$ cat src/sv/cia_pkg.sv
// ----------------------------------------------------------------------------
// cia_pkg
// Shared widths, operation codes, control word layout and the microcode
// program of the complex integer ALU.
// ----------------------------------------------------------------------------
package cia_pkg;

    localparam int DATA_WIDTH = 32;
    localparam int PROD_WIDTH = 2 * DATA_WIDTH;
    localparam int WIDE_WIDTH = PROD_WIDTH + 1;
    localparam int CNT_WIDTH  = $clog2(PROD_WIDTH + 1);
    localparam int UPC_WIDTH  = 5;

    // operation codes on s_op
    localparam logic [2:0] OP_LOAD = 3'd0;
    localparam logic [2:0] OP_ADD  = 3'd1;
    localparam logic [2:0] OP_SUB  = 3'd2;
    localparam logic [2:0] OP_MUL  = 3'd3;
    localparam logic [2:0] OP_DIV  = 3'd4;
    localparam logic [2:0] OP_CONJ = 3'd5;
    localparam logic [2:0] OP_CMP  = 3'd6;

    // multiplier operand pair
    localparam logic [2:0] MS_AC = 3'd0;
    localparam logic [2:0] MS_BD = 3'd1;
    localparam logic [2:0] MS_AD = 3'd2;
    localparam logic [2:0] MS_BC = 3'd3;
    localparam logic [2:0] MS_CC = 3'd4;
    localparam logic [2:0] MS_DD = 3'd5;

    // wide accumulator destination and mode
    localparam logic [1:0] AD_NONE = 2'd0;
    localparam logic [1:0] AD_DEN  = 2'd1;
    localparam logic [1:0] AD_NRE  = 2'd2;
    localparam logic [1:0] AD_NIM  = 2'd3;

    localparam logic [1:0] AM_LOAD = 2'd0;
    localparam logic [1:0] AM_ADD  = 2'd1;
    localparam logic [1:0] AM_SUB  = 2'd2;

    // accumulator write-back select
    localparam logic [2:0] WB_NONE = 3'd0;
    localparam logic [2:0] WB_LOAD = 3'd1;
    localparam logic [2:0] WB_ADD  = 3'd2;
    localparam logic [2:0] WB_SUB  = 3'd3;
    localparam logic [2:0] WB_CONJ = 3'd4;
    localparam logic [2:0] WB_MUL  = 3'd5;
    localparam logic [2:0] WB_DIV  = 3'd6;
    localparam logic [2:0] WB_ERR  = 3'd7;

    // sequencing
    localparam logic [1:0] SQ_NEXT  = 2'd0;
    localparam logic [1:0] SQ_END   = 2'd1;
    localparam logic [1:0] SQ_LOOP  = 2'd2;
    localparam logic [1:0] SQ_JZERO = 2'd3;

    // microcode addresses
    localparam logic [UPC_WIDTH-1:0] UA_LOAD  = 5'd0;
    localparam logic [UPC_WIDTH-1:0] UA_ADD   = 5'd1;
    localparam logic [UPC_WIDTH-1:0] UA_SUB   = 5'd2;
    localparam logic [UPC_WIDTH-1:0] UA_CONJ  = 5'd3;
    localparam logic [UPC_WIDTH-1:0] UA_CMP   = 5'd4;
    localparam logic [UPC_WIDTH-1:0] UA_MUL0  = 5'd5;
    localparam logic [UPC_WIDTH-1:0] UA_MUL1  = 5'd6;
    localparam logic [UPC_WIDTH-1:0] UA_MUL2  = 5'd7;
    localparam logic [UPC_WIDTH-1:0] UA_MUL3  = 5'd8;
    localparam logic [UPC_WIDTH-1:0] UA_MUL4  = 5'd9;
    localparam logic [UPC_WIDTH-1:0] UA_MUL5  = 5'd10;
    localparam logic [UPC_WIDTH-1:0] UA_DIV0  = 5'd11;
    localparam logic [UPC_WIDTH-1:0] UA_DIV1  = 5'd12;
    localparam logic [UPC_WIDTH-1:0] UA_DIV2  = 5'd13;
    localparam logic [UPC_WIDTH-1:0] UA_DIV3  = 5'd14;
    localparam logic [UPC_WIDTH-1:0] UA_DIV4  = 5'd15;
    localparam logic [UPC_WIDTH-1:0] UA_DIV5  = 5'd16;
    localparam logic [UPC_WIDTH-1:0] UA_DIV6  = 5'd17;
    localparam logic [UPC_WIDTH-1:0] UA_DINIT = 5'd18;
    localparam logic [UPC_WIDTH-1:0] UA_DSTEP = 5'd19;
    localparam logic [UPC_WIDTH-1:0] UA_DWB   = 5'd20;
    localparam logic [UPC_WIDTH-1:0] UA_DERR  = 5'd21;

    typedef struct packed {
        logic [2:0]           mul_sel;
        logic [1:0]           acc_dst;
        logic [1:0]           acc_mode;
        logic                 div_init;
        logic                 div_step;
        logic [2:0]           wb_sel;
        logic [1:0]           seq;
        logic [UPC_WIDTH-1:0] target;
    } cia_uword_t;

    // sequencer to datapath
    typedef struct packed {
        logic       take;
        logic       run;
        logic       commit;
        cia_uword_t uw;
    } cia_ctrl_t;

    // datapath to sequencer
    typedef struct packed {
        logic div_zero;
    } cia_stat_t;

    function automatic cia_uword_t cia_mk(
        input logic [2:0]           mul_sel,
        input logic [1:0]           acc_dst,
        input logic [1:0]           acc_mode,
        input logic                 div_init,
        input logic                 div_step,
        input logic [2:0]           wb_sel,
        input logic [1:0]           seq,
        input logic [UPC_WIDTH-1:0] target
    );
        cia_uword_t w;
        w.mul_sel  = mul_sel;
        w.acc_dst  = acc_dst;
        w.acc_mode = acc_mode;
        w.div_init = div_init;
        w.div_step = div_step;
        w.wb_sel   = wb_sel;
        w.seq      = seq;
        w.target   = target;
        return w;
    endfunction

    // microcode program
    function automatic cia_uword_t cia_ucode(input logic [UPC_WIDTH-1:0] addr);
        cia_uword_t w;
        unique case (addr)
            UA_LOAD:  w = cia_mk(MS_AC, AD_NONE, AM_LOAD, 1'b0, 1'b0, WB_LOAD, SQ_END, UA_LOAD);
            UA_ADD:   w = cia_mk(MS_AC, AD_NONE, AM_LOAD, 1'b0, 1'b0, WB_ADD,  SQ_END, UA_LOAD);
            UA_SUB:   w = cia_mk(MS_AC, AD_NONE, AM_LOAD, 1'b0, 1'b0, WB_SUB,  SQ_END, UA_LOAD);
            UA_CONJ:  w = cia_mk(MS_AC, AD_NONE, AM_LOAD, 1'b0, 1'b0, WB_CONJ, SQ_END, UA_LOAD);
            UA_CMP:   w = cia_mk(MS_AC, AD_NONE, AM_LOAD, 1'b0, 1'b0, WB_NONE, SQ_END, UA_LOAD);
            // multiply: re = ac - bd, im = ad + bc
            UA_MUL0:  w = cia_mk(MS_AC, AD_NONE, AM_LOAD, 1'b0, 1'b0, WB_NONE, SQ_NEXT, UA_LOAD);
            UA_MUL1:  w = cia_mk(MS_BD, AD_NRE,  AM_LOAD, 1'b0, 1'b0, WB_NONE, SQ_NEXT, UA_LOAD);
            UA_MUL2:  w = cia_mk(MS_AD, AD_NRE,  AM_SUB,  1'b0, 1'b0, WB_NONE, SQ_NEXT, UA_LOAD);
            UA_MUL3:  w = cia_mk(MS_BC, AD_NIM,  AM_LOAD, 1'b0, 1'b0, WB_NONE, SQ_NEXT, UA_LOAD);
            UA_MUL4:  w = cia_mk(MS_AC, AD_NIM,  AM_ADD,  1'b0, 1'b0, WB_NONE, SQ_NEXT, UA_LOAD);
            UA_MUL5:  w = cia_mk(MS_AC, AD_NONE, AM_LOAD, 1'b0, 1'b0, WB_MUL,  SQ_END,  UA_LOAD);
            // divide: den = cc + dd, re = (ac + bd) / den, im = (bc - ad) / den
            UA_DIV0:  w = cia_mk(MS_CC, AD_NONE, AM_LOAD, 1'b0, 1'b0, WB_NONE, SQ_JZERO, UA_DERR);
            UA_DIV1:  w = cia_mk(MS_DD, AD_DEN,  AM_LOAD, 1'b0, 1'b0, WB_NONE, SQ_NEXT, UA_LOAD);
            UA_DIV2:  w = cia_mk(MS_AC, AD_DEN,  AM_ADD,  1'b0, 1'b0, WB_NONE, SQ_NEXT, UA_LOAD);
            UA_DIV3:  w = cia_mk(MS_BD, AD_NRE,  AM_LOAD, 1'b0, 1'b0, WB_NONE, SQ_NEXT, UA_LOAD);
            UA_DIV4:  w = cia_mk(MS_BC, AD_NRE,  AM_ADD,  1'b0, 1'b0, WB_NONE, SQ_NEXT, UA_LOAD);
            UA_DIV5:  w = cia_mk(MS_AD, AD_NIM,  AM_LOAD, 1'b0, 1'b0, WB_NONE, SQ_NEXT, UA_LOAD);
            UA_DIV6:  w = cia_mk(MS_AC, AD_NIM,  AM_SUB,  1'b0, 1'b0, WB_NONE, SQ_NEXT, UA_LOAD);
            UA_DINIT: w = cia_mk(MS_AC, AD_NONE, AM_LOAD, 1'b1, 1'b0, WB_NONE, SQ_NEXT, UA_LOAD);
            UA_DSTEP: w = cia_mk(MS_AC, AD_NONE, AM_LOAD, 1'b0, 1'b1, WB_NONE, SQ_LOOP, UA_LOAD);
            UA_DWB:   w = cia_mk(MS_AC, AD_NONE, AM_LOAD, 1'b0, 1'b0, WB_DIV,  SQ_END,  UA_LOAD);
            UA_DERR:  w = cia_mk(MS_AC, AD_NONE, AM_LOAD, 1'b0, 1'b0, WB_ERR,  SQ_END,  UA_LOAD);
            default:  w = cia_mk(MS_AC, AD_NONE, AM_LOAD, 1'b0, 1'b0, WB_NONE, SQ_END,  UA_LOAD);
        endcase
        return w;
    endfunction

    // entry point of each operation
    function automatic logic [UPC_WIDTH-1:0] cia_entry(input logic [2:0] op);
        logic [UPC_WIDTH-1:0] a;
        unique case (op)
            OP_LOAD: a = UA_LOAD;
            OP_ADD:  a = UA_ADD;
            OP_SUB:  a = UA_SUB;
            OP_MUL:  a = UA_MUL0;
            OP_DIV:  a = UA_DIV0;
            OP_CONJ: a = UA_CONJ;
            default: a = UA_CMP;
        endcase
        return a;
    endfunction

endpackage

$ cat src/sv/complex_integer_alu_unit.sv
// ----------------------------------------------------------------------------
// complex_integer_alu_unit
// Signed integer complex accumulator run by a microcoded sequencer.
// ----------------------------------------------------------------------------
// Usage:
//   Input channel (s_*): one word per operation: s_op selects load, add,
//   subtract, multiply, divide, conjugate or compare (code 7 acts as compare),
//   s_operand_real / s_operand_imag carry the operand (c, d).
//   Result channel (m_*): one word per input word: the accumulator after the
//   operation, an equality flag against the operand and a divide error flag.
//   Load, add, subtract, conjugate and compare commit from their entry
//   step; multiply forms ac, bd, ad and bc and sums them; divide forms
//   the denominator and both numerators, runs the restoring divider (one
//   quotient bit per cycle over the 64-bit numerator magnitude) and writes back.
//   Only one word is in flight: s_ready drops while a program runs and rises
//   again once the result is written to the output register, so a new word
//   may be taken while the previous result still waits on m_ready.
//   If the receiver stalls, the last program step holds until the output
//   register is free; nothing is lost or repeated.
//   Reset (aresetn low, synchronous) clears the accumulator to zero,
//   drops m_valid and raises s_ready.
// ----------------------------------------------------------------------------
module complex_integer_alu_unit
    import cia_pkg::*;
(
    input  logic                         aclk,
    input  logic                         aresetn,
    input  logic                         s_valid,
    output logic                         s_ready,
    input  logic [2:0]                   s_op,
    input  logic signed [DATA_WIDTH-1:0] s_operand_real,
    input  logic signed [DATA_WIDTH-1:0] s_operand_imag,
    output logic                         m_valid,
    input  logic                         m_ready,
    output logic signed [DATA_WIDTH-1:0] m_result_real,
    output logic signed [DATA_WIDTH-1:0] m_result_imag,
    output logic                         m_equal_flag,
    output logic                         m_divide_error
);

    cia_ctrl_t ctrl;
    cia_stat_t stat;

    // control: dispatch, step through the program, own both handshakes
    cia_sequencer u_seq (
        .aclk    (aclk),
        .aresetn (aresetn),
        .s_valid (s_valid),
        .s_ready (s_ready),
        .s_op    (s_op),
        .m_valid (m_valid),
        .m_ready (m_ready),
        .stat    (stat),
        .ctrl    (ctrl)
    );

    // datapath: the accumulator doubles as the result word, held until the
    // next program commits, which cannot happen while a result is pending
    cia_datapath u_dp (
        .aclk         (aclk),
        .aresetn      (aresetn),
        .ctrl         (ctrl),
        .operand_real (s_operand_real),
        .operand_imag (s_operand_imag),
        .stat         (stat),
        .acc_real     (m_result_real),
        .acc_imag     (m_result_imag),
        .equal_flag   (m_equal_flag),
        .divide_error (m_divide_error)
    );

endmodule

$ cat src/sv/cia_datapath.sv
// ----------------------------------------------------------------------------
// cia_datapath
// Accumulator, operand latch, shared multiplier, wide sums and the two-lane
// restoring divider, all steered by the current control word.
// ----------------------------------------------------------------------------
module cia_datapath
    import cia_pkg::*;
(
    input  logic                         aclk,
    input  logic                         aresetn,
    input  cia_ctrl_t                    ctrl,
    input  logic signed [DATA_WIDTH-1:0] operand_real,
    input  logic signed [DATA_WIDTH-1:0] operand_imag,
    output cia_stat_t                    stat,
    output logic signed [DATA_WIDTH-1:0] acc_real,
    output logic signed [DATA_WIDTH-1:0] acc_imag,
    output logic                         equal_flag,
    output logic                         divide_error
);

    logic signed [DATA_WIDTH-1:0] a_reg, b_reg, c_reg, d_reg;
    logic signed [DATA_WIDTH-1:0] a_next, b_next;
    logic signed [DATA_WIDTH-1:0] mx, my;
    logic signed [PROD_WIDTH-1:0] prod_reg;
    logic signed [WIDE_WIDTH-1:0] prod_ext;
    logic signed [WIDE_WIDTH-1:0] den_reg, nre_reg, nim_reg;
    logic signed [WIDE_WIDTH-1:0] acc_src, acc_new;
    logic [PROD_WIDTH-1:0]        rre_reg, rim_reg;
    logic                         nre_neg_reg, nim_neg_reg;
    logic                         eq_reg, err_reg;
    logic [WIDE_WIDTH-1:0]        tre, tim;
    logic                         gre, gim;
    logic [DATA_WIDTH-1:0]        qre, qim;

    // multiplier operand select
    always_comb begin
        case (ctrl.uw.mul_sel)
            MS_AC:   begin mx = a_reg; my = c_reg; end
            MS_BD:   begin mx = b_reg; my = d_reg; end
            MS_AD:   begin mx = a_reg; my = d_reg; end
            MS_BC:   begin mx = b_reg; my = c_reg; end
            MS_CC:   begin mx = c_reg; my = c_reg; end
            MS_DD:   begin mx = d_reg; my = d_reg; end
            default: begin mx = a_reg; my = c_reg; end
        endcase
    end

    assign prod_ext = {prod_reg[PROD_WIDTH-1], prod_reg};

    always_comb begin
        case (ctrl.uw.acc_dst)
            AD_DEN:  acc_src = den_reg;
            AD_NRE:  acc_src = nre_reg;
            AD_NIM:  acc_src = nim_reg;
            default: acc_src = den_reg;
        endcase
        case (ctrl.uw.acc_mode)
            AM_ADD:  acc_new = acc_src + prod_ext;
            AM_SUB:  acc_new = acc_src - prod_ext;
            default: acc_new = prod_ext;
        endcase
    end

    // one restoring divider step per lane; quotient bits shift in at the bottom
    assign tre = {rre_reg, nre_reg[PROD_WIDTH-1]};
    assign tim = {rim_reg, nim_reg[PROD_WIDTH-1]};
    assign gre = tre >= den_reg;
    assign gim = tim >= den_reg;

    assign qre = nre_neg_reg ? ({DATA_WIDTH{1'b0}} - nre_reg[DATA_WIDTH-1:0])
                             : nre_reg[DATA_WIDTH-1:0];
    assign qim = nim_neg_reg ? ({DATA_WIDTH{1'b0}} - nim_reg[DATA_WIDTH-1:0])
                             : nim_reg[DATA_WIDTH-1:0];

    always_comb begin
        a_next = a_reg;
        b_next = b_reg;
        case (ctrl.uw.wb_sel)
            WB_LOAD: begin a_next = c_reg;         b_next = d_reg;         end
            WB_ADD:  begin a_next = a_reg + c_reg; b_next = b_reg + d_reg; end
            WB_SUB:  begin a_next = a_reg - c_reg; b_next = b_reg - d_reg; end
            WB_CONJ: b_next = -b_reg;
            WB_MUL:  begin
                a_next = nre_reg[DATA_WIDTH-1:0];
                b_next = nim_reg[DATA_WIDTH-1:0];
            end
            WB_DIV:  begin a_next = qre; b_next = qim; end
            default: ;
        endcase
    end

    always_ff @(posedge aclk) begin
        if (!aresetn) begin
            a_reg <= '0;
            b_reg <= '0;
        end else if (ctrl.commit) begin
            a_reg <= a_next;
            b_reg <= b_next;
        end
    end

    always_ff @(posedge aclk) begin
        prod_reg <= mx * my;
        if (ctrl.take) begin
            c_reg <= operand_real;
            d_reg <= operand_imag;
        end
        if (ctrl.commit) begin
            eq_reg  <= (a_next == c_reg) && (b_next == d_reg);
            err_reg <= ctrl.uw.wb_sel == WB_ERR;
        end
        if (ctrl.run) begin
            case (ctrl.uw.acc_dst)
                AD_DEN:  den_reg <= acc_new;
                AD_NRE:  nre_reg <= acc_new;
                AD_NIM:  nim_reg <= acc_new;
                default: ;
            endcase
            if (ctrl.uw.div_init) begin
                // take magnitudes, remember signs
                nre_neg_reg <= nre_reg[WIDE_WIDTH-1];
                nim_neg_reg <= nim_reg[WIDE_WIDTH-1];
                nre_reg     <= nre_reg[WIDE_WIDTH-1] ? -nre_reg : nre_reg;
                nim_reg     <= nim_reg[WIDE_WIDTH-1] ? -nim_reg : nim_reg;
                rre_reg     <= '0;
                rim_reg     <= '0;
            end
            if (ctrl.uw.div_step) begin
                rre_reg <= gre ? PROD_WIDTH'(tre - den_reg) : tre[PROD_WIDTH-1:0];
                rim_reg <= gim ? PROD_WIDTH'(tim - den_reg) : tim[PROD_WIDTH-1:0];
                nre_reg <= {1'b0, nre_reg[PROD_WIDTH-2:0], gre};
                nim_reg <= {1'b0, nim_reg[PROD_WIDTH-2:0], gim};
            end
        end
    end

    assign stat.div_zero = (c_reg == '0) && (d_reg == '0);
    assign acc_real      = a_reg;
    assign acc_imag      = b_reg;
    assign equal_flag    = eq_reg;
    assign divide_error  = err_reg;

endmodule

$ cat src/sv/cia_sequencer.sv
// ----------------------------------------------------------------------------
// cia_sequencer
// Microprogram counter, loop counter and handshake control: dispatch on the
// operation code, step through the control store, hand the word over.
// ----------------------------------------------------------------------------
module cia_sequencer
    import cia_pkg::*;
(
    input  logic       aclk,
    input  logic       aresetn,
    input  logic       s_valid,
    output logic       s_ready,
    input  logic [2:0] s_op,
    output logic       m_valid,
    input  logic       m_ready,
    input  cia_stat_t  stat,
    output cia_ctrl_t  ctrl
);

    logic                 busy_reg, busy_next;
    logic                 m_valid_reg, m_valid_next;
    logic [UPC_WIDTH-1:0] upc_reg, upc_next;
    logic [CNT_WIDTH-1:0] cnt_reg, cnt_next;
    cia_uword_t           uw;
    logic                 take, commit;

    assign uw     = cia_ucode(upc_reg);
    assign take   = s_valid && !busy_reg;
    assign commit = busy_reg && (uw.seq == SQ_END) && (!m_valid_reg || m_ready);

    always_comb begin
        busy_next    = busy_reg;
        upc_next     = upc_reg;
        cnt_next     = cnt_reg;
        m_valid_next = m_valid_reg && !m_ready;
        if (take) begin
            busy_next = 1'b1;
            upc_next  = cia_entry(s_op);
        end else if (busy_reg) begin
            if (uw.div_init) begin
                cnt_next = CNT_WIDTH'(PROD_WIDTH);
            end
            case (uw.seq)
                SQ_END: begin
                    if (commit) begin
                        busy_next    = 1'b0;
                        m_valid_next = 1'b1;
                    end
                end
                SQ_LOOP: begin
                    cnt_next = cnt_reg - 1'b1;
                    if (cnt_reg == CNT_WIDTH'(1)) begin
                        upc_next = upc_reg + 1'b1;
                    end
                end
                SQ_JZERO: begin
                    upc_next = stat.div_zero ? uw.target : upc_reg + 1'b1;
                end
                default: upc_next = upc_reg + 1'b1;
            endcase
        end
    end

    always_ff @(posedge aclk) begin
        if (!aresetn) begin
            busy_reg    <= 1'b0;
            m_valid_reg <= 1'b0;
            upc_reg     <= UA_CMP;
            cnt_reg     <= '0;
        end else begin
            busy_reg    <= busy_next;
            m_valid_reg <= m_valid_next;
            upc_reg     <= upc_next;
            cnt_reg     <= cnt_next;
        end
    end

    assign s_ready     = !busy_reg;
    assign m_valid     = m_valid_reg;
    assign ctrl.take   = take;
    assign ctrl.run    = busy_reg;
    assign ctrl.commit = commit;
    assign ctrl.uw     = uw;

endmodule

$ cat config.mk
export PLATFORM = sky130hd
export DESIGN_NAME = complex_integer_alu_unit
export DESIGN_NICKNAME = d
export VERILOG_FILES = /design/src/sv/cia_pkg.sv /design/src/sv/complex_integer_alu_unit.sv /design/src/sv/cia_datapath.sv /design/src/sv/cia_sequencer.sv
export SDC_FILE = /design/constraint.sdc
export NUM_CORES = 2
export LEC_CHECK = 0
export ABC_AREA = 1
export BUFFER_PORTS_ARGS = -buffer_cell sky130_fd_sc_hd__buf_2
export CAP_MARGIN = 20
export CORE_MARGIN = 2
export CORE_UTILIZATION = 55
export DETAILED_ROUTE_END_ITERATION = 7
export PLACE_DENSITY = 0.77
export SYNTH_ARGS = -nofsm -noshare
export SYNTH_HDL_FRONTEND = slang
export SYNTH_SLANG_ARGS = --single-unit
export TNS_END_PERCENT = 10
$ cat constraint.sdc
create_clock -name aclk -period 24.8 [get_ports aclk]
set_clock_uncertainty 0.2 [all_clocks]
set_input_delay 2.48 -clock aclk [delete_from_list [all_inputs] [get_ports aclk]]
set_output_delay 2.48 -clock aclk [all_outputs]
set_load 0.02 [all_outputs]
# Word level (Yosys, flattened, before mapping)
# Memory sizes are Yosys's and may differ from the RTL's. A register that Yosys moved wholly into a read port is not among the register bits.
# Index checks and enable logic that the tools add are counted.
totals:
  input_bits: 71
  wordCells: 140
  mem_bits_rw: 0
  memories: 1
  output_inout_bits: 68
  ff_bits: 533
  latch_bits: 0
  mem_bits_ro: 544
classes:
  order_cmp: 2
  n_eq_ne: 32
  n_div: 0
  n_reduce_logical: 29
  mux: 39
  bitwise: 1
  addsub: 15
  mul: 1
  shifts: 0
memory_table:
  columns: ["name", "words", "word_bits", "rd", "rd_clocked_by_memory_dff", "write_ports", "line", "text"]
  rows:
  - ["(name not given)", 32, 17, 1, 1, 0, "cia_pkg.sv:130", "unique case (addr)"]
op_table:
  columns: ["cell", "count"]
  rows:
  - ["2-to-1 mux 64 bit", 7]
  - ["2-to-1 mux 65 bit", 6]
  - ["case mux 65 bit (2 select lines)", 2]
  - ["case mux 32 bit (6 select lines)", 1]
  - ["case mux 32 bit (5 select lines)", 1]
  - [">= comparator 65 bit", 2]
  - ["negation 65 bit", 2]
  - ["subtractor 64 bit", 2]
  - ["2-to-1 mux 32 bit", 3]
  - ["case mux 32 bit (3 select lines)", 1]
  - ["adder 65 x 64 -> 65 bit", 1]
  - ["subtractor 65 x 64 -> 65 bit", 1]
  - ["adder 32 bit", 2]
  - ["== test 32 bit", 2]
  - ["logical NOT 32 bit", 2]
  - ["multiplier 32 x 32 -> 64 bit", 1]
  - ["subtractor 1 x 32 -> 32 bit, first input constant", 2]
  - ["subtractor 32 bit", 2]
  - ["negation 32 bit", 1]
  - ["2-to-1 mux 5 bit", 6]
  - ["== test 3 bit, second input constant", 8]
  - ["case mux 4 bit (6 select lines)", 1]
  - ["== test 3 x 2 -> 1 bit, second input constant", 6]
  - ["case mux 5 bit (3 select lines)", 1]
  - ["other kinds (22)", 56]

# Longest topological paths before layout
logic_depth:
  depth_word: 8
  mapped_depth: 40
  depth_no_buf: 38

# Modules after synthesis
# From an unflattened synthesis, not the netlist that was laid out.
unflattened:
  hier_cells: 12580
  area_unflattened_um2: 89563.4
by_module_without_submodules:
  columns: ["mod", "cells_per_inst", "n_inst", "seq_area_each_um2", "area_per_inst_um2"]
  rows:
  - ["cia_datapath", 12338, 1, 14303.7, 87800.5]
  - ["cia_sequencer", 242, 1, 580.6, 1762.9]

# Least setup slack after synthesis
# Ideal clock, no wire load.
synth_path:
  path_type: "register -> register"
  start: "register u_seq.busy_reg"
  end: "register u_dp.nim_reg[10] (enable)"
  synth_period_minus_slack_ns: 10.421
  t_required_ns: 24.095
  setup_time_ns: 0.505
  arrival_ns: 9.716
  path_buffers: 0
  path_stages_with_launch: 5
  setup_slack_ns: 14.379
  path_cell_list: "dfxtp_1 > inv_1 > nor2_1 > a21oi_1 > a21oi_1"
synth_between:
  elab_chain_cells: 1
synth_lines:
  columns: ["item", "line", "text"]
  rows:
  - ["from (decl)", "cia_sequencer.sv:20", "logic busy_reg, busy_next;"]
  - ["from (signal assigned)", "cia_sequencer.sv:71", "busy_reg <= busy_next;"]
  - ["AND reduction 3 bit (no line)", null, null]
  - ["to (signal assigned)", "cia_datapath.sv:116", "AD_NIM: nim_reg <= acc_new;"]
  - ["to (signal assigned)", "cia_datapath.sv:124", "nim_reg <= nim_reg[WIDE_WIDTH-1] ? -nim_reg : nim_reg;"]
  - ["to (signal assigned)", "cia_datapath.sv:132", "nim_reg <= {1'b0, nim_reg[PROD_WIDTH-2:0], gim};"]
  - ["to (decl)", "cia_datapath.sv:26", "logic signed [WIDE_WIDTH-1:0] den_reg, nre_reg, nim_reg;"]
# No other way between the ends.
# A chain may end at the register's enable or synchronous reset.

# Worst setup path in the final report
layout_path:
  start: "register, netlist name u_seq.uw[16]"
  end: "register u_dp.prod_reg[62]"
layout_between:
  elab_chain_cells: 4
  elab_cells_between_ends: 10
  classes_between: "mul (1); eq/ne (5); mux (2); reduce/logical (2)"
layout_lines:
  columns: ["item", "line", "text"]
  rows:
  - ["== test 3 x 2 -> 1 bit, or another cell as far along", "cia_datapath.sv:37", "case (ctrl.uw.mul_sel)"]
  - ["OR reduction 2 bit (no line) or OR reduction 3 bit (tied branches)", null, null]
  - ["case mux 32 bit (3 select lines) or 2-to-1 mux 32 bit (tied branches)", "cia_datapath.sv:37", null]
  - ["multiplier 32 x 32 -> 64 bit *", "cia_datapath.sv:103", "prod_reg <= mx * my;"]
  - ["to (signal assigned)", "cia_datapath.sv:103", null]
  - ["to (decl)", "cia_datapath.sv:24", "logic signed [PROD_WIDTH-1:0] prod_reg;"]
# Every way passes the cells marked *; elsewhere a longest branch is shown, timed or not.

==> qor.log <==
qor: critical_path.crit_path_max_incr_delay 1.14 ns
qor: placement.dp_hpwl 327,600 um
qor: critical_path.critPathCaptureType register
qor: clock_network.cts.hold.buffers_added 0
qor: clock_network.cts.sinks 548
qor: logic_synthesis.yosysSeqAreaShare 16.68%
qor: timing.slew_viol_final 0
qor: global_routing.grt_start_max_net_pins 102
qor: min_path.hold_class register to register
qor: logic_synthesis.mapped_cells 12,630
qor: timing.fin_setup_tns 0 ns
qor: placement.port-buffer-count 138
qor: logic_synthesis.mappedNetlistArea 89,250 um^2
qor: timing.timing.final.crit_period 10.61 ns
qor: clock_network.max-clock-path-buffers 3
qor: drt.vias 93,340
qor: clock_network.clock_tree_from_tritoncts built
qor: finish.layout.cells.most_common_list sky130_fd_sc_hd__nand2_1, sky130_fd_sc_hd__inv_1, sky130_fd_sc_hd__nor2_1
qor: timing.fmax 94.23 MHz
qor: clock_network.clk-insertion-delay-late 0.71 ns
qor: finish.drive_gt1_share 4.304%
qor: floorplanning.floorplan.core_area 160,900 um^2
qor: logic_synthesis.count_of_flip_flops_with_a_built_in_enable_after_synthesis 391
qor: global_routing.groute.usage.overall 48.61%
qor: placement.gp_routability_congestion 1.117
qor: drt.initial_drt_pass_iterations 8
qor: logic_synthesis.dominantRegCellSynth sky130_fd_sc_hd__edfxtp_1
qor: finish.number_of_nets_in_the_final_layout 14,220
qor: critical_path.crit_path_max_fanout 32
qor: critical_path.critPathTopFamily adder cells
qor: job.maxCapViolations 0
qor: drt.detail_route.vias_per_cell 6.292
qor: timing.timing_hold_violations_final 0
qor: logic_synthesis.synth.ff_latch_count 548
qor: clock_network.cts_repair_resize_count 0
qor: status.failing_checks DRC
qor: global_routing.first_pass_grt_wire_length 588,600 um
qor: clock_network.cts-htree-levels 3
qor: floorplanning.die-width 406.8 um
qor: critical_path.crit_path_frequent_cell sky130_fd_sc_hd__inv_1
qor: logic_synthesis.syn_warnings 0
qor: logic_synthesis.synth_async_sr_flop_share 0%
qor: global_routing.antenna_violations_before_repair 23
qor: floorplanning.initial_utilization 55.46%
qor: floorplanning.boundaryPins 139
qor: critical_path.crit_path_top_delay_cell sky130_fd_sc_hd__clkinv_1
qor: global_routing.grt_overflow 0
qor: critical_path.critical_path_class register to register
qor: critical_path.critical_path.startpoint_type register
qor: finish.layout.filler_cells 15,090
qor: critical_path.crit_buf_inv 11
qor: status.outcome complete, but fails checks
qor: timing.finalCritPeriodShare 42.79%
qor: timing.max_slew_margin 18.38%
qor: drt.drt-total-wl 407,300 um
qor: drt.first_iter_violations 14,280
qor: logic_synthesis.mappedNetlistNets 14,240
qor: clock_network.cts_inserted_buffers 71
qor: floorplanning.die_height 406.8 um
qor: finish.areaGrowthSynthToFinish 6.331%
qor: floorplanning.std_cell_rows 147
qor: timing.worstMarginPinSlew 1.223 ns
qor: timing.setup_viol 0
qor: clock_network.cts.reportedPaths.clkPinSlew 0.06 ns
qor: logic_synthesis.synthDistinctLibCells 70
qor: finish.most_common_library_cell_in_the_layout_ignoring_fill_and_taps sky130_fd_sc_hd__nand2_1
qor: global_routing.grt_pass1_vias 90,280
qor: drt.antenna_violating_nets_post_route 0
qor: timing.grt_setup_unrepaired false
qor: critical_path.worstPathArrival 10.99 ns
qor: clock_network.clock-root-buffer sky130_fd_sc_hd__clkbuf_16
qor: drt.route.detailed.wl_per_inst 27.46 um
qor: floorplanning.floorplan.die_area 165,500 um^2
qor: drt.detail_route.drc_violations 9
qor: critical_path.worstPathRequired 25.18 ns
qor: clock_network.postCtsSetupBuffers 0
qor: logic_synthesis.synthesis.area_per_instance 7.068 um^2
kinds of logic (layout without fill, tap and decap cells):
group                      Yosys count  in the layout  synth area share, %
and+or+nand+nor                   5582           5582                25.71
buffers and inverters             2722           2756                11.58
AOI/OAI and AO/OA                 1888           1888                11.87
adders and majority gates         1545           1545                30.80
DFF                                548            548                16.68
xor gates and xnor gates           343            343                3.366
other                                0             12                    0
metrics by stage:
step / area, um^2 / hold slack [ns] / setup slack (ns) / cells / utilization [%]
floorplan: 89250 / 0.2473 / 14.38 / 12630 / -
global placement: 92330 / 0.2631 / 14.42 / 14690 / 57.37
detailed placement: 92330 / 0.2766 / 14.39 / 14690 / 57.37
CTS: 94870 / 0.2894 / 14.39 / 14820 / 58.95
global route: 94870 / 0.3234 / 13.73 / 14820 / 58.95
finish: 94900 / 0.2874 / 14.19 / 14830 / 58.97
worst reg2reg max path: cells and delay by family (launching register included):
kind,cells,cell delay [ns]
AOI/OAI and AO/OA,6,1.15
xor gates and xnor gates,1,0.16
adders and majority gates,9,4.32
buffers and inverters,11,2.23
DFF,1,0.31
and+or+nand+nor,6,2.15
per-layer routing:
layer | wire length, um | vias up | track usage, %
met5 | 331 | - | 0.6839
met4 | 37660 | 28 | 34.60
met3 | 59520 | 1977 | 17.79
met2 | 165800 | 7547 | 70.21
met1 | 144000 | 43900 | 59.86
li1 | - | 39890 | -
cells in the mapped netlist (all sizes together), types with 4 or more instances:
library cell	number	area [um^2]
a22oi	14	110.1
a21o	37	277.8
a21oi	734	3715
nor3	115	613.1
o221ai	20	175.2
nand3	664	3351
edfxtp	391	11740
nand4	121	763.2
a211oi	8	60.06
xnor2	103	902.1
a221oi	18	157.7
and2	17	106.4
clkinv	19	71.32
o22ai	158	988.5
o31ai	12	90.09
nor4	51	334.1
a21boi	18	135.1
xor2	240	2102
nand3b	42	315.3
inv	2335	8765
buf	75	397.9
o21ai	594	2984
o2111ai	4	35.03
o21a	28	210.2
dfxtp	157	3143
nand2	2697	10160
nor2	1819	6942
or2	47	294.0
a31oi	155	969.7
o211ai	32	240.2
fa	1087	21760
clkbuf	293	1101
o21bai	47	364.1
ha	458	5731
cell type report:
| cell class | instances | area [um^2] | area share [%] |
|---|---|---|---|
| diodes | 12 | 30.03 | 0.03164 |
| clock buffers | 83 | 1853 | 1.953 |
| clock inverters | 48 | 681.9 | 0.7185 |
| inverters | 2354 | 8841 | 9.316 |
| multi-input cells | 9358 | 64220 | 67.67 |
| flip-flops and latches | 548 | 14890 | 15.69 |
| well taps | 2160 | 2703 | 2.848 |
| repair buffers | 271 | 1687 | 1.777 |
worst paths after layout:
check                                 startpoint           endpoint  slack [ns]  cells past startpoint
worst min register to register  u_seq.cnt_reg[0]   u_seq.cnt_reg[0]        0.29                      1
worst max-delay path                u_seq.uw[16]  u_dp.prod_reg[62]       14.19                     33
worst min-delay path            u_seq.cnt_reg[0]   u_seq.cnt_reg[0]        0.29                      1
worst max register to register      u_seq.uw[16]  u_dp.prod_reg[62]       14.19                     33
Power is left out: the tool's default activity adds up to more than one toggle a clock period on the data nets, which glitch-free logic cannot reach.
